$ cat config.mk
export PLATFORM = sky130hd
export DESIGN_NAME = motif_pwm_strand_scorer
export DESIGN_NICKNAME = d
export VERILOG_FILES = /design/src/rtl/mpss_pkg.sv /design/src/rtl/mpss_queue.sv /design/src/rtl/mpss_front.sv /design/src/rtl/mpss_back.sv /design/src/rtl/motif_pwm_strand_scorer.sv
export SDC_FILE = /design/constraint.sdc
export NUM_CORES = 2
export LEC_CHECK = 0
export BUFFER_PORTS_ARGS = -buffer_cell sky130_fd_sc_hd__buf_2
export CORE_ASPECT_RATIO = 0.8
export CORE_MARGIN = 2
export CORE_UTILIZATION = 37
export CTS_CLUSTER_DIAMETER = 30
export CTS_CLUSTER_SIZE = 8
export DETAILED_ROUTE_END_ITERATION = 10
export PLACE_DENSITY = 0.55
export SLEW_MARGIN = 40
export SYNTH_ARGS = -nofsm -noshare
export SYNTH_HDL_FRONTEND = slang
export SYNTH_SLANG_ARGS = --single-unit
$ cat constraint.sdc
create_clock -name clk -period 8.4 [get_ports clk]
set_input_delay 0.84 -clock clk [delete_from_list [all_inputs] [get_ports clk]]
set_output_delay 0.84 -clock clk [all_outputs]
set_load 0.02 [all_outputs]
$ cat src/rtl/mpss_pkg.sv
// ----------------------------------------------------------------------------
// mpss_pkg
// Shared types, codes and sizing functions for the motif PWM strand scorer.
// ----------------------------------------------------------------------------
`default_nettype none

package mpss_pkg;

  localparam int MPSS_MOTIF_LEN   = 10;
  localparam int MPSS_WEIGHT_BITS = 16;
  localparam int FIELD_WEIGHT_W   = 16;
  localparam int QUEUE_DEPTH      = 4;

  localparam logic OP_LOAD  = 1'b0;
  localparam logic OP_SCORE = 1'b1;

  localparam logic [1:0] COMPLEMENT [4] = '{2'd3, 2'd2, 2'd1, 2'd0};

  typedef enum logic {
    JOB_LOAD,
    JOB_SCORE
  } job_kind_t;

  typedef enum logic [2:0] {
    BK_IDLE,
    BK_READ,
    BK_ABS,
    BK_DIV,
    BK_DONE
  } bk_state_t;

  function automatic int stored_bits(input int wb);
    return (wb < FIELD_WEIGHT_W) ? wb : FIELD_WEIGHT_W;
  endfunction

  function automatic int row_bits(input int len);
    return (len > 1) ? $clog2(len) : 1;
  endfunction

  // kind + row/column address + weight + window + window start
  function automatic int job_bits(input int len, input int wb);
    return 1 + row_bits(len) + 2 + stored_bits(wb) + 2 * len + 32;
  endfunction

endpackage

`default_nettype wire

$ cat src/rtl/mpss_queue.sv
// ----------------------------------------------------------------------------
// mpss_queue
// Small job queue between the front end and the scoring back end.
// ----------------------------------------------------------------------------
`default_nettype none

module mpss_queue
  import mpss_pkg::*;
#(
  parameter int WIDTH = 8,
  parameter int DEPTH = QUEUE_DEPTH
) (
  input  wire logic             clk,
  input  wire logic             rst_n,
  input  wire logic             q_push,
  input  wire logic [WIDTH-1:0] q_wdata,
  output      logic             q_full,
  input  wire logic             q_pop,
  output      logic [WIDTH-1:0] q_rdata,
  output      logic             q_empty
);

  localparam int PW = (DEPTH > 1) ? $clog2(DEPTH) : 1;
  localparam int CW = $clog2(DEPTH + 1);

  logic [WIDTH-1:0] slot_r [DEPTH];
  logic [PW-1:0]    wr_ptr_r, wr_ptr_nxt;
  logic [PW-1:0]    rd_ptr_r, rd_ptr_nxt;
  logic [CW-1:0]    cnt_r, cnt_nxt;
  logic             do_push, do_pop;

  assign q_full  = (cnt_r == CW'(DEPTH));
  assign q_empty = (cnt_r == '0);
  assign q_rdata = slot_r[rd_ptr_r];
  assign do_push = q_push && !q_full;
  assign do_pop  = q_pop && !q_empty;

  always_comb begin
    wr_ptr_nxt = wr_ptr_r;
    rd_ptr_nxt = rd_ptr_r;
    cnt_nxt    = cnt_r;
    if (do_push) begin
      wr_ptr_nxt = (wr_ptr_r == PW'(DEPTH - 1)) ? '0 : wr_ptr_r + PW'(1);
    end
    if (do_pop) begin
      rd_ptr_nxt = (rd_ptr_r == PW'(DEPTH - 1)) ? '0 : rd_ptr_r + PW'(1);
    end
    if (do_push && !do_pop) begin
      cnt_nxt = cnt_r + CW'(1);
    end else if (do_pop && !do_push) begin
      cnt_nxt = cnt_r - CW'(1);
    end
  end

  always_ff @(posedge clk) begin
    if (!rst_n) begin
      wr_ptr_r <= '0;
      rd_ptr_r <= '0;
      cnt_r    <= '0;
    end else begin
      wr_ptr_r <= wr_ptr_nxt;
      rd_ptr_r <= rd_ptr_nxt;
      cnt_r    <= cnt_nxt;
    end
  end

  always_ff @(posedge clk) begin
    if (do_push) begin
      slot_r[wr_ptr_r] <= q_wdata;
    end
  end

endmodule

`default_nettype wire

$ cat src/rtl/mpss_front.sv
// ----------------------------------------------------------------------------
// mpss_front
// Takes input transactions, keeps the base window and sequence counters,
// and queues weight loads and full-window score jobs.
// ----------------------------------------------------------------------------
`default_nettype none

module mpss_front
  import mpss_pkg::*;
#(
  parameter int MOTIF_LEN   = MPSS_MOTIF_LEN,
  parameter int WEIGHT_BITS = MPSS_WEIGHT_BITS
) (
  input  wire logic                                     clk,
  input  wire logic                                     rst_n,
  input  wire logic                                     in_push,
  output      logic                                     in_full,
  input  wire logic                                     in_opcode,
  input  wire logic                                     in_first_of_sequence,
  input  wire logic [1:0]                               in_base,
  input  wire logic [3:0]                               in_motif_position,
  input  wire logic signed [FIELD_WEIGHT_W-1:0]         in_weight,
  output      logic                                     q_push,
  output      logic [job_bits(MOTIF_LEN, WEIGHT_BITS)-1:0] q_wdata,
  input  wire logic                                     q_full
);

  localparam int WS = stored_bits(WEIGHT_BITS);
  localparam int RW = row_bits(MOTIF_LEN);
  localparam int AW = RW + 2;
  localparam int CW = $clog2(MOTIF_LEN + 1);

  typedef struct packed {
    job_kind_t                   kind;
    logic [AW-1:0]               addr;
    logic [WS-1:0]               weight;
    logic [MOTIF_LEN-1:0][1:0]   win;
    logic [31:0]                 wstart;
  } job_t;

  logic [MOTIF_LEN-1:0][1:0] win_r, win_nxt, win_sh;
  logic [CW-1:0]             seen_r, seen_nxt, seen_base;
  logic [31:0]               pos_r, pos_nxt, pos_base;
  logic                      accept;
  logic                      row_ok;
  job_t                      job;

  assign in_full = q_full;
  assign accept  = in_push && !q_full;
  assign row_ok  = (8'(in_motif_position) < 8'(MOTIF_LEN));
  assign q_wdata = job;

  always_comb begin
    for (int i = 0; i < MOTIF_LEN - 1; i++) begin
      win_sh[i] = win_r[i + 1];
    end
    win_sh[MOTIF_LEN - 1] = in_base;
  end

  always_comb begin
    seen_base = in_first_of_sequence ? '0 : seen_r;
    pos_base  = in_first_of_sequence ? '0 : pos_r;
    win_nxt   = win_r;
    seen_nxt  = seen_r;
    pos_nxt   = pos_r;
    job       = '0;
    q_push    = 1'b0;
    if (accept) begin
      if (in_opcode == OP_LOAD) begin
        job.kind   = JOB_LOAD;
        job.addr   = {RW'(in_motif_position), in_base};
        job.weight = in_weight[WS-1:0];
        q_push     = row_ok;
      end else begin
        win_nxt    = win_sh;
        pos_nxt    = pos_base + 32'd1;
        seen_nxt   = (seen_base < CW'(MOTIF_LEN)) ? seen_base + CW'(1) : seen_base;
        job.kind   = JOB_SCORE;
        job.win    = win_sh;
        job.wstart = pos_nxt - 32'(MOTIF_LEN);
        q_push     = (seen_nxt == CW'(MOTIF_LEN));
      end
    end
  end

  always_ff @(posedge clk) begin
    if (!rst_n) begin
      win_r  <= '0;
      seen_r <= '0;
      pos_r  <= '0;
    end else begin
      win_r  <= win_nxt;
      seen_r <= seen_nxt;
      pos_r  <= pos_nxt;
    end
  end

endmodule

`default_nettype wire

$ cat src/rtl/mpss_back.sv
// ----------------------------------------------------------------------------
// mpss_back
// Runs queued jobs: writes the weight table, walks the window reading both
// strands' weights, divides the sums by the motif length, holds the result.
// ----------------------------------------------------------------------------
`default_nettype none

module mpss_back
  import mpss_pkg::*;
#(
  parameter int MOTIF_LEN   = MPSS_MOTIF_LEN,
  parameter int WEIGHT_BITS = MPSS_WEIGHT_BITS
) (
  input  wire logic                                        clk,
  input  wire logic                                        rst_n,
  input  wire logic                                        q_empty,
  input  wire logic [job_bits(MOTIF_LEN, WEIGHT_BITS)-1:0] q_rdata,
  output      logic                                        q_pop,
  output      logic                                        out_empty,
  input  wire logic                                        out_pop,
  output      logic signed [15:0]                          out_forward_mean,
  output      logic signed [15:0]                          out_revcomp_mean,
  output      logic [31:0]                                 out_window_start
);

  localparam int WS    = stored_bits(WEIGHT_BITS);
  localparam int RW    = row_bits(MOTIF_LEN);
  localparam int AW    = RW + 2;
  localparam int DEPTH = MOTIF_LEN * 4;
  localparam int KW    = $clog2(MOTIF_LEN + 1);
  localparam int SUM_W = WS + $clog2(MOTIF_LEN) + 1;
  localparam int SHIFT = SUM_W + $clog2(MOTIF_LEN);
  localparam int MW    = SUM_W + 1;
  localparam int PW    = SUM_W + MW;
  localparam longint RECIP =
    ((longint'(1) << SHIFT) + longint'(MOTIF_LEN) - 1) / longint'(MOTIF_LEN);
  localparam logic [MW-1:0] RECIP_C = MW'(RECIP);

  typedef struct packed {
    job_kind_t                   kind;
    logic [AW-1:0]               addr;
    logic [WS-1:0]               weight;
    logic [MOTIF_LEN-1:0][1:0]   win;
    logic [31:0]                 wstart;
  } job_t;

  job_t                      job;
  bk_state_t                 state_r, state_nxt;

  logic signed [WS-1:0]      wtab [DEPTH];
  logic signed [WS-1:0]      rd_f_r, rd_r_r;
  logic [AW-1:0]             addr_f, addr_r;

  logic [MOTIF_LEN-1:0][1:0] win_r, win_sh;
  logic [31:0]               wstart_r;
  logic [RW-1:0]             f_row_r, r_row_r;
  logic [KW-1:0]             k_r;
  logic signed [SUM_W-1:0]   sum_f_r, sum_r_r;
  logic                      neg_f_r, neg_r_r;
  logic [SUM_W-1:0]          mag_f_r, mag_r_r;
  logic [PW-1:0]             prod_f, prod_r;
  logic signed [SUM_W-1:0]   q_f_s, q_r_s;

  logic                      out_valid_r;
  logic signed [15:0]        out_fwd_r, out_rev_r;
  logic [31:0]               out_ws_r;

  logic wr_en, start_score, issue, acc, out_load;

  assign job = q_rdata;

  // next state
  always_comb begin
    state_nxt = state_r;
    case (state_r)
      BK_IDLE: begin
        if (!q_empty && job.kind == JOB_SCORE) begin
          state_nxt = BK_READ;
        end
      end
      BK_READ: begin
        if (k_r == KW'(MOTIF_LEN)) begin
          state_nxt = BK_ABS;
        end
      end
      BK_ABS: begin
        state_nxt = BK_DIV;
      end
      BK_DIV: begin
        state_nxt = BK_DONE;
      end
      BK_DONE: begin
        if (out_load) begin
          state_nxt = BK_IDLE;
        end
      end
      default: begin
        state_nxt = BK_IDLE;
      end
    endcase
  end

  // control outputs
  always_comb begin
    q_pop       = 1'b0;
    wr_en       = 1'b0;
    start_score = 1'b0;
    issue       = 1'b0;
    acc         = 1'b0;
    out_load    = 1'b0;
    case (state_r)
      BK_IDLE: begin
        q_pop       = !q_empty;
        wr_en       = !q_empty && job.kind == JOB_LOAD;
        start_score = !q_empty && job.kind == JOB_SCORE;
      end
      BK_READ: begin
        issue = (k_r < KW'(MOTIF_LEN));
        acc   = (k_r != '0);
      end
      BK_DONE: begin
        out_load = !out_valid_r || out_pop;
      end
      default: begin
        q_pop = 1'b0;
      end
    endcase
  end

  always_ff @(posedge clk) begin
    if (!rst_n) begin
      state_r     <= BK_IDLE;
      out_valid_r <= 1'b0;
    end else begin
      state_r <= state_nxt;
      if (out_load) begin
        out_valid_r <= 1'b1;
      end else if (out_pop) begin
        out_valid_r <= 1'b0;
      end
    end
  end

  // weight table, one write and two registered reads
  assign addr_f = {f_row_r, win_r[0]};
  assign addr_r = {r_row_r, COMPLEMENT[win_r[0]]};

  always_ff @(posedge clk) begin
    if (wr_en) begin
      wtab[job.addr] <= job.weight;
    end
    rd_f_r <= wtab[addr_f];
    rd_r_r <= wtab[addr_r];
  end

  always_comb begin
    for (int i = 0; i < MOTIF_LEN - 1; i++) begin
      win_sh[i] = win_r[i + 1];
    end
    win_sh[MOTIF_LEN - 1] = 2'd0;
  end

  // division by the motif length as a multiply by a rounded-up reciprocal,
  // exact for every magnitude below 2**SUM_W
  assign prod_f = PW'(mag_f_r) * PW'(RECIP_C);
  assign prod_r = PW'(mag_r_r) * PW'(RECIP_C);

  assign q_f_s = neg_f_r ? -$signed(mag_f_r) : $signed(mag_f_r);
  assign q_r_s = neg_r_r ? -$signed(mag_r_r) : $signed(mag_r_r);

  always_ff @(posedge clk) begin
    if (start_score) begin
      win_r    <= job.win;
      wstart_r <= job.wstart;
      f_row_r  <= '0;
      r_row_r  <= RW'(MOTIF_LEN - 1);
      k_r      <= '0;
      sum_f_r  <= '0;
      sum_r_r  <= '0;
    end
    if (state_r == BK_READ) begin
      k_r <= k_r + KW'(1);
    end
    if (issue) begin
      win_r   <= win_sh;
      f_row_r <= f_row_r + RW'(1);
      r_row_r <= r_row_r - RW'(1);
    end
    if (acc) begin
      sum_f_r <= sum_f_r + SUM_W'(rd_f_r);
      sum_r_r <= sum_r_r + SUM_W'(rd_r_r);
    end
    if (state_r == BK_ABS) begin
      neg_f_r <= sum_f_r[SUM_W-1];
      neg_r_r <= sum_r_r[SUM_W-1];
      mag_f_r <= sum_f_r[SUM_W-1] ? SUM_W'(-sum_f_r) : SUM_W'(sum_f_r);
      mag_r_r <= sum_r_r[SUM_W-1] ? SUM_W'(-sum_r_r) : SUM_W'(sum_r_r);
    end
    if (state_r == BK_DIV) begin
      mag_f_r <= SUM_W'(prod_f >> SHIFT);
      mag_r_r <= SUM_W'(prod_r >> SHIFT);
    end
    if (out_load) begin
      out_fwd_r <= 16'(q_f_s);
      out_rev_r <= 16'(q_r_s);
      out_ws_r  <= wstart_r;
    end
  end

  assign out_empty        = !out_valid_r;
  assign out_forward_mean = out_fwd_r;
  assign out_revcomp_mean = out_rev_r;
  assign out_window_start = out_ws_r;

`ifndef NO_ASSERTIONS
  a_pop_nonempty: assert property (@(posedge clk) disable iff (!rst_n)
    q_pop |-> !q_empty)
    else $error("job popped from empty queue");

  a_wr_in_table: assert property (@(posedge clk) disable iff (!rst_n)
    wr_en |-> (int'(job.addr) < DEPTH))
    else $error("weight write outside table");

  a_read_count: assert property (@(posedge clk) disable iff (!rst_n)
    (state_r == BK_READ) |-> (k_r <= KW'(MOTIF_LEN)))
    else $error("read walk overran motif length");

  a_result_from_done: assert property (@(posedge clk) disable iff (!rst_n)
    $rose(out_valid_r) |-> ($past(state_r) == BK_DONE))
    else $error("result posted outside done state");
`endif

endmodule

`default_nettype wire

$ cat src/rtl/motif_pwm_strand_scorer.sv
// ----------------------------------------------------------------------------
// motif_pwm_strand_scorer
// Position weight matrix scan of a DNA base stream, both strands.
// ----------------------------------------------------------------------------
// Input channel (in_push / in_full): opcode 0 loads one weight into row
// in_motif_position, column in_base; opcode 1 shifts in_base into the window.
// in_first_of_sequence with opcode 1 restarts the window count and base index.
// Once MOTIF_LEN bases of a sequence are held, each base produces one
// transaction on the result channel (out_empty / out_pop): forward and
// reverse-complement means (Q4.11, truncated toward zero) and window start.
// The front end takes one transaction per cycle while its job queue
// (QUEUE_DEPTH entries) has room. The back end retires a load as it pops
// it from the queue and a score job through a serial walk over the weight
// table's two read ports, then the sign, reciprocal-multiply divide and
// output stages. With the back end idle, a result follows its accepted
// transaction through that walk and those stages; jobs queued ahead of it
// add their own time.
// Reset clears the window, counters, queue and output; the weight table is
// not cleared and must be loaded first. A stalled receiver holds the result
// register; the back end then waits, the queue fills and in_full rises.
// ----------------------------------------------------------------------------
`default_nettype none

module motif_pwm_strand_scorer
  import mpss_pkg::*;
#(
  parameter int MOTIF_LEN   = MPSS_MOTIF_LEN,
  parameter int WEIGHT_BITS = MPSS_WEIGHT_BITS
) (
  input  wire logic                             clk,
  input  wire logic                             rst_n,
  input  wire logic                             in_push,
  output      logic                             in_full,
  input  wire logic                             in_opcode,
  input  wire logic                             in_first_of_sequence,
  input  wire logic [1:0]                       in_base,
  input  wire logic [3:0]                       in_motif_position,
  input  wire logic signed [FIELD_WEIGHT_W-1:0] in_weight,
  output      logic                             out_empty,
  input  wire logic                             out_pop,
  output      logic signed [15:0]               out_forward_mean,
  output      logic signed [15:0]               out_revcomp_mean,
  output      logic [31:0]                      out_window_start
);

  localparam int JOB_W = job_bits(MOTIF_LEN, WEIGHT_BITS);

  logic             f_push, q_full, q_empty, q_pop;
  logic [JOB_W-1:0] f_wdata, q_rdata;

  mpss_front #(
    .MOTIF_LEN   (MOTIF_LEN),
    .WEIGHT_BITS (WEIGHT_BITS)
  ) u_front (
    .clk                  (clk),
    .rst_n                (rst_n),
    .in_push              (in_push),
    .in_full              (in_full),
    .in_opcode            (in_opcode),
    .in_first_of_sequence (in_first_of_sequence),
    .in_base              (in_base),
    .in_motif_position    (in_motif_position),
    .in_weight            (in_weight),
    .q_push               (f_push),
    .q_wdata              (f_wdata),
    .q_full               (q_full)
  );

  mpss_queue #(
    .WIDTH (JOB_W),
    .DEPTH (QUEUE_DEPTH)
  ) u_queue (
    .clk     (clk),
    .rst_n   (rst_n),
    .q_push  (f_push),
    .q_wdata (f_wdata),
    .q_full  (q_full),
    .q_pop   (q_pop),
    .q_rdata (q_rdata),
    .q_empty (q_empty)
  );

  mpss_back #(
    .MOTIF_LEN   (MOTIF_LEN),
    .WEIGHT_BITS (WEIGHT_BITS)
  ) u_back (
    .clk              (clk),
    .rst_n            (rst_n),
    .q_empty          (q_empty),
    .q_rdata          (q_rdata),
    .q_pop            (q_pop),
    .out_empty        (out_empty),
    .out_pop          (out_pop),
    .out_forward_mean (out_forward_mean),
    .out_revcomp_mean (out_revcomp_mean),
    .out_window_start (out_window_start)
  );

endmodule

`default_nettype wire

# [Yosys cells after proc, flatten, opt, wreduce, memory -nomap -nowiden]
# Memory sizes are Yosys's and may differ from the RTL's. A register that Yosys moved wholly into a read port is not among the register bits.
# Index checks and enable logic that the tools add are counted.
[word_totals] ram_bits=940 input_bits=28 ff_bits=279 memories=2
[op_classes] n_addsub=16 reduce_logical=24 n_mul=2 bitwise_logic=2 magnitude_cmp=4 mux=52 n_eq_ne=12
[memory_table] name="u_back.wtab" words=40 width=16 read_ports=2 rd_ports_with_merged_regs=2 wr=1 line_no="mpss_back.sv:50" source="logic signed [WS-1:0] wtab [DEPTH];"
[memory_table] name="u_queue.slot_r" words=4 width=75 read_ports=1 rd_ports_with_merged_regs=1 wr=1 line_no="mpss_queue.sv:26" source="logic [WIDTH-1:0] slot_r [DEPTH];"
[op_table] op="$mux 18" n=6
[op_table] op="$mux 21" n=5
[op_table] op="$mul 21x20->41 const B" n=2
[op_table] op="$mux 75" n=1
[op_table] op="$mux 52" n=1
[op_table] op="$add 21x16->21" n=2
[op_table] op="$neg 21->21" n=2
[op_table] op="$add 32x1->32 const B" n=1
[op_table] op="$mux 16" n=2
[op_table] op="$mux 32" n=1
[op_table] op="$neg 16->16" n=2
[op_table] op="$sub 32x4->32 const B" n=1
[op_table] op="$mux 4" n=7
[op_table] op="$mux 22" n=1
[op_table] op="$mux 1" n=15
[op_table] op="$mux 3" n=5
[op_table] op="$pmux 3 s5" n=1
[op_table] op="$add 4x1->4 const B" n=3
[op_table] op="$lt 4x4->1 const B" n=3
[op_table] op="$mux 2" n=6
[op_table] op="$reduce_bool 2->1" n=6
[op_table] op="$eq 4x4->1 const B" n=2
[op_table] op="$logic_and 1x1->1" n=7
[op_table] op="$eq 3x2->1 const B" n=2
[op_table] op="18 further kinds" n=28

# [Depth between registers and ports, before layout]
[depth] word_depth=11 mapped_depth=23 depth_no_buf=23

# [Modules after synthesis]
# From an unflattened synthesis, not the netlist that was laid out.
[unflattened] hier_cells=4864 area_unflattened_um2=71594.9
[by_module_without_submodules] module="mpss_back" seq_area_each_um2=26285.2 instances=1 cells_each=3821 area_each_um2=56081.3
[by_module_without_submodules] module="mpss_queue" seq_area_each_um2=9188.8 instances=1 cells_each=442 area_each_um2=11293.3
[by_module_without_submodules] module="mpss_front" seq_area_each_um2=1081.0 instances=1 cells_each=601 area_each_um2=4220.3

# [Worst setup path before layout]
# No wires, ideal clock.
[synth_path] kind="flip-flop to flip-flop" from="register u_back.mag_r_r[13]" to="register u_back.mag_r_r[16], data pin" path_stages_with_launch=22 t_required_ns=8.231 slack_ns=2.344 n_path_buf=0 t_arrival_ns=5.887 cell_sequence="edfxtp_1 > inv_1 > ha_1 > ha_1 > inv_1 > fa_1 > inv_1 > fa_1 > fa_1 > fa_1 > inv_1 > fa_1 > inv_1 > ha_1 > o21ai_0 > a211oi_1 > nand3_1 > o211ai_1 > a31oi_1 > or3_1 > and4_1 > o31ai_1"
[synth_between] elab_chain_cells=2
[synth_rtl] element="from (decl)" line_no="mpss_back.sv:60" source="logic [SUM_W-1:0] mag_f_r, mag_r_r;"
[synth_rtl] element="from (signal assigned)" line_no="mpss_back.sv:197" source="mag_r_r <= sum_r_r[SUM_W-1] ? SUM_W'(-sum_r_r) : SUM_W'(sum_r_r);"
[synth_rtl] element="from (signal assigned)" line_no="mpss_back.sv:201" source="mag_r_r <= SUM_W'(prod_r >> SHIFT);"
[synth_rtl] element="$mul 21x20->41" line_no="mpss_back.sv:166" source="assign prod_r = PW'(mag_r_r) * PW'(RECIP_C);"
[synth_rtl] element="$mux 18" line_no="mpss_back.sv:199" source="if (state_r == BK_DIV) begin"
# No other way between the ends.
# A chain may end at the register's enable or synchronous reset.

# [Final worst setup path]
[layout_path] from="register u_back.mag_r_r[14]" to="register u_back.mag_r_r[16], data pin"
# Same word-level chain as after synthesis.

==> flow_summary.yaml <==
run_status:
  outcome: "finished, final reports clean"
critical_path:
  worstPathMaxFanout: 7
  worstPathArrival_ps: 7820
  r2r_end: "u_back.mag_r_r[16]"
  cp_cell_sequence: "inv_1 -> ha_1 -> ha_1 -> inv_1 -> fa_1 -> inv_1 -> fa_1 -> fa_1 -> fa_1 -> inv_1 -> fa_1 -> inv_1 -> ha_1 -> o21ai_0 -> a211oi_1 -> o311ai_0 -> o211ai_1 -> a31oi_1 -> or3_1 -> and4_1 -> o31ai_1"
  reg2regPathDepth: 21
  startpoint_type: "register"
  cp-end-kind: "register"
  cpPeakStageDelay_ps: 600
  critPathKind: "register to register"
  crit_required_ps: 9030
  path_delay_family: "adder cells"
  slowest_stage: "a211oi_1"
  cp_num_buf_inv: 5
  reg2reg_from: "u_back.mag_r_r[14]"
  crit_start: "u_back.mag_r_r[14]"
  r2r_setup_slack_ps: 1210
yosys:
  synthDistinctLibCells: 79
  synth_top_area_share_pct: 47.79
  syn_nets: 5817
  synth_area_leader_cell: "edfxtp_1"
  async_reset_ff_share_pct: 0
  syn_area_mm2: 0.07201
  ys_ff_latch: 1253
  synth_area_leaders: "edfxtp_1 (48%), mux4_2 (14%), ha_1 (8.6%)"
  synth_most_common_cell: "edfxtp_1"
  yosysWarnings: 0
  synthFlopType: "edfxtp_1"
  syn_avg_cell_area_um2: 14.41
  yosys-top-cells-count: "edfxtp_1 (1146), inv_1 (563), ha_1 (497), mux4_2 (459), nand2_1 (323)"
  synth_edf_count: 1146
  ys_seq_area_share_pct: 50.76
  synthCells: 4999
timing:
  max_slew_margin_pct: 37.52
  fin_skew_ps: 84.20
  rsz0062_at_grt: "no"
  finalHoldViolCount: 0
  max_freq_mhz: 139.1
  finalSetupViolations: 0
  worst_pin_slew_ps: 937.2
  drv_slew: 0
  period_share_pct: 85.58
  layout_setup_ws_ps: 1212
  fin_setup_tns_ps: 0
  layout_min_cycle_time_ps: 7188
  worst_hold_slack_ps: 322.5
cts:
  clk_pin_slew_ps: 50
  clockRootBuffer: "clkbuf_16"
  cts_tree: "yes"
  clock-sinks: 1253
  cts_setup_buffers: 0
  cts_buffer_depth: 4
  clock_latency_ps: 880
  ctsResizeCount: 0
  cts_made_buffers: 277
  h-tree-depth: 5
  hold_buffers: 0
drt:
  wire_per_inst_um: 23.81
  detail_route.vias_per_cell: 5.484
  drt_iter0_drc: 4167
  wl_mm: 190.2
  drt.antenna.violating_nets: 0
  firstDrtPassIters: 6
  remaining_drc_errors: 0
  vias: 43820
floorplan:
  rows: 144
  ios: 94
  fp.dieW_um: 497.2
  coreArea_mm2: 0.1930
  die_y_um: 398.6
  initial_utilization_pct: 37.32
  die_area_mm2: 0.1982
pwr:
  clkPwrFrac_pct: 25.5
  p_seq_share_pct: 21.4
  switchingPower_uw: 15790
  p_int_uw: 23480
  swShare_pct: 40.20
  power_frac_comb_pct: 53.1
  power_density_mw_per_mm2: 463.3
  p_leak_uw: 0.03211
  ir_worst_vdd_mv: 0.5045
cells_and_area:
  area_growth_syn_to_layout_pct: 17.68
  fin_nets: 6070
  design_area_mm2: 0.08475
  drive_above_1_share_pct: 20.39
  fin_util_pct: 43.92
hold_path:
  min_path_type: "input pin to register"
  hold_depth: 2
  hold_end: "u_queue.slot_r[3][63]"
  min-delay-start: "in_weight[11]"
global_route:
  grt_pass1_vias: 44320
  grt.total_usage_pct: 19.23
  antenna_found_initial: 3
  grt_max_degree: 142
  grt_pass1_wl_mm: 287.0
  gr-total-overflow: 0
job:
  max_cap_violations: 0
placement:
  io_buffers: 93
  dpl_cell_area_mm2: 0.07596
  post-place-ws_ps: 1400
  gp_congestion: 0.8988
  dp_hpwl_mm: 130.8
==> registers in the layout, indices dropped and copies added, names as in the netlist, 3 cells and up, named ones only <==
register,count
u_back.f_row_r,4
u_back.k_r,4
u_back.mag_f_r,21
u_back.mag_r_r,21
u_back.out_forward_mean,16
u_back.out_revcomp_mean,16
u_back.out_window_start,32
u_back.r_row_r,4
u_back.rd_f_r,16
u_back.rd_r_r,16
u_back.state_r,3
u_back.sum_f_r,21
u_back.sum_r_r,21
u_back.win_r,18
u_back.wstart_r,32
u_back.wtab,640
u_front.pos_r,32
u_front.seen_r,4
u_front.win_r,18
u_queue.cnt_r,3
u_queue.slot_r,300
==> power by group through the flow <==
| stage | logic, uW | registers, uW | clock network, uW |
|---|---|---|---|
| CTS | 20600 | 8420 | 10200 |
| finish | 20800 | 8410 | 10000 |
| global placement | 20300 | 8520 | 0 |
| floorplan | 14800 | 8290 | 0 |
| detailed placement | 20500 | 8530 | 0 |
| global route | 23100 | 8480 | 10500 |
==> placed cells by master, fill, tap and decap left out, types with 25 or more instances in the layout <==
cell and count:
edfxtp_1 1146, inv_1 562, ha_1 497, mux4_2 445, nand2_1 320, fa_1 293
clkbuf_16 283, a21oi_1 193, nor2_1 161, xnor2_1 117, dfxtp_1 105, o21ai_0 104
buf_2 93, nand3_1 69, nor2b_1 67, a21o_1 56, a211oi_1 53, buf_4 53
xor2_1 48, clkbuf_1 47, nor3_1 46, and2_1 36, mux2i_1 35, clkinv_1 34
nand4_1 33, clkinv_2 29, a31oi_1 28, o31ai_1 28, or3_1 25
==> routing by layer <==
layer / vias up / wire [um] / global-route usage [%]
met2: 1704 / 81740 / 28.03
met5: - / 0 / 0
met3: 277 / 15230 / 4.285
met1: 22520 / 89220 / 28.89
li1: 19310 / - / -
met4: 0 / 4016 / 4.997
==> how the worst max path moves through the flow <==
stage	depth (start not counted)	end
after floorplan	21	u_back.mag_r_r[16]
after global placement	21	u_back.mag_r_r[16]
after detailed placement	21	u_back.mag_r_r[16]
after CTS	21	u_back.mag_r_r[16]
after global routing	21	u_back.mag_r_r[16]
final	21	u_back.mag_r_r[16]
==> per-stage QoR <==
step	power, uW	cells
floorplan	23050	4999
global placement	28870	7509
detailed placement	29010	7522
CTS	39240	7982
global route	42080	7989
finish	39270	7990
==> layout make-up <==
class	instances	area, um^2
fill	17030	108200
antenna	2	5.005
tap	2555	3197
multi-input combinational	2980	32850
inverter	566	2125
timing repair buffer	174	1416
clock buffer	343	7437
clock inverter	117	1157
sequential	1253	36560
==> logic make-up after synthesis <==
group	Yosys count	share of synthesized area, %
compound gates	558	4.834
xor+xnor	165	2.007
fa+ha+maj	790	16.78
buf+inv	766	4.050
flops	1253	50.76
mux	498	14.90
simple gates	969	6.665
Power figures use the tool's default switching activity.
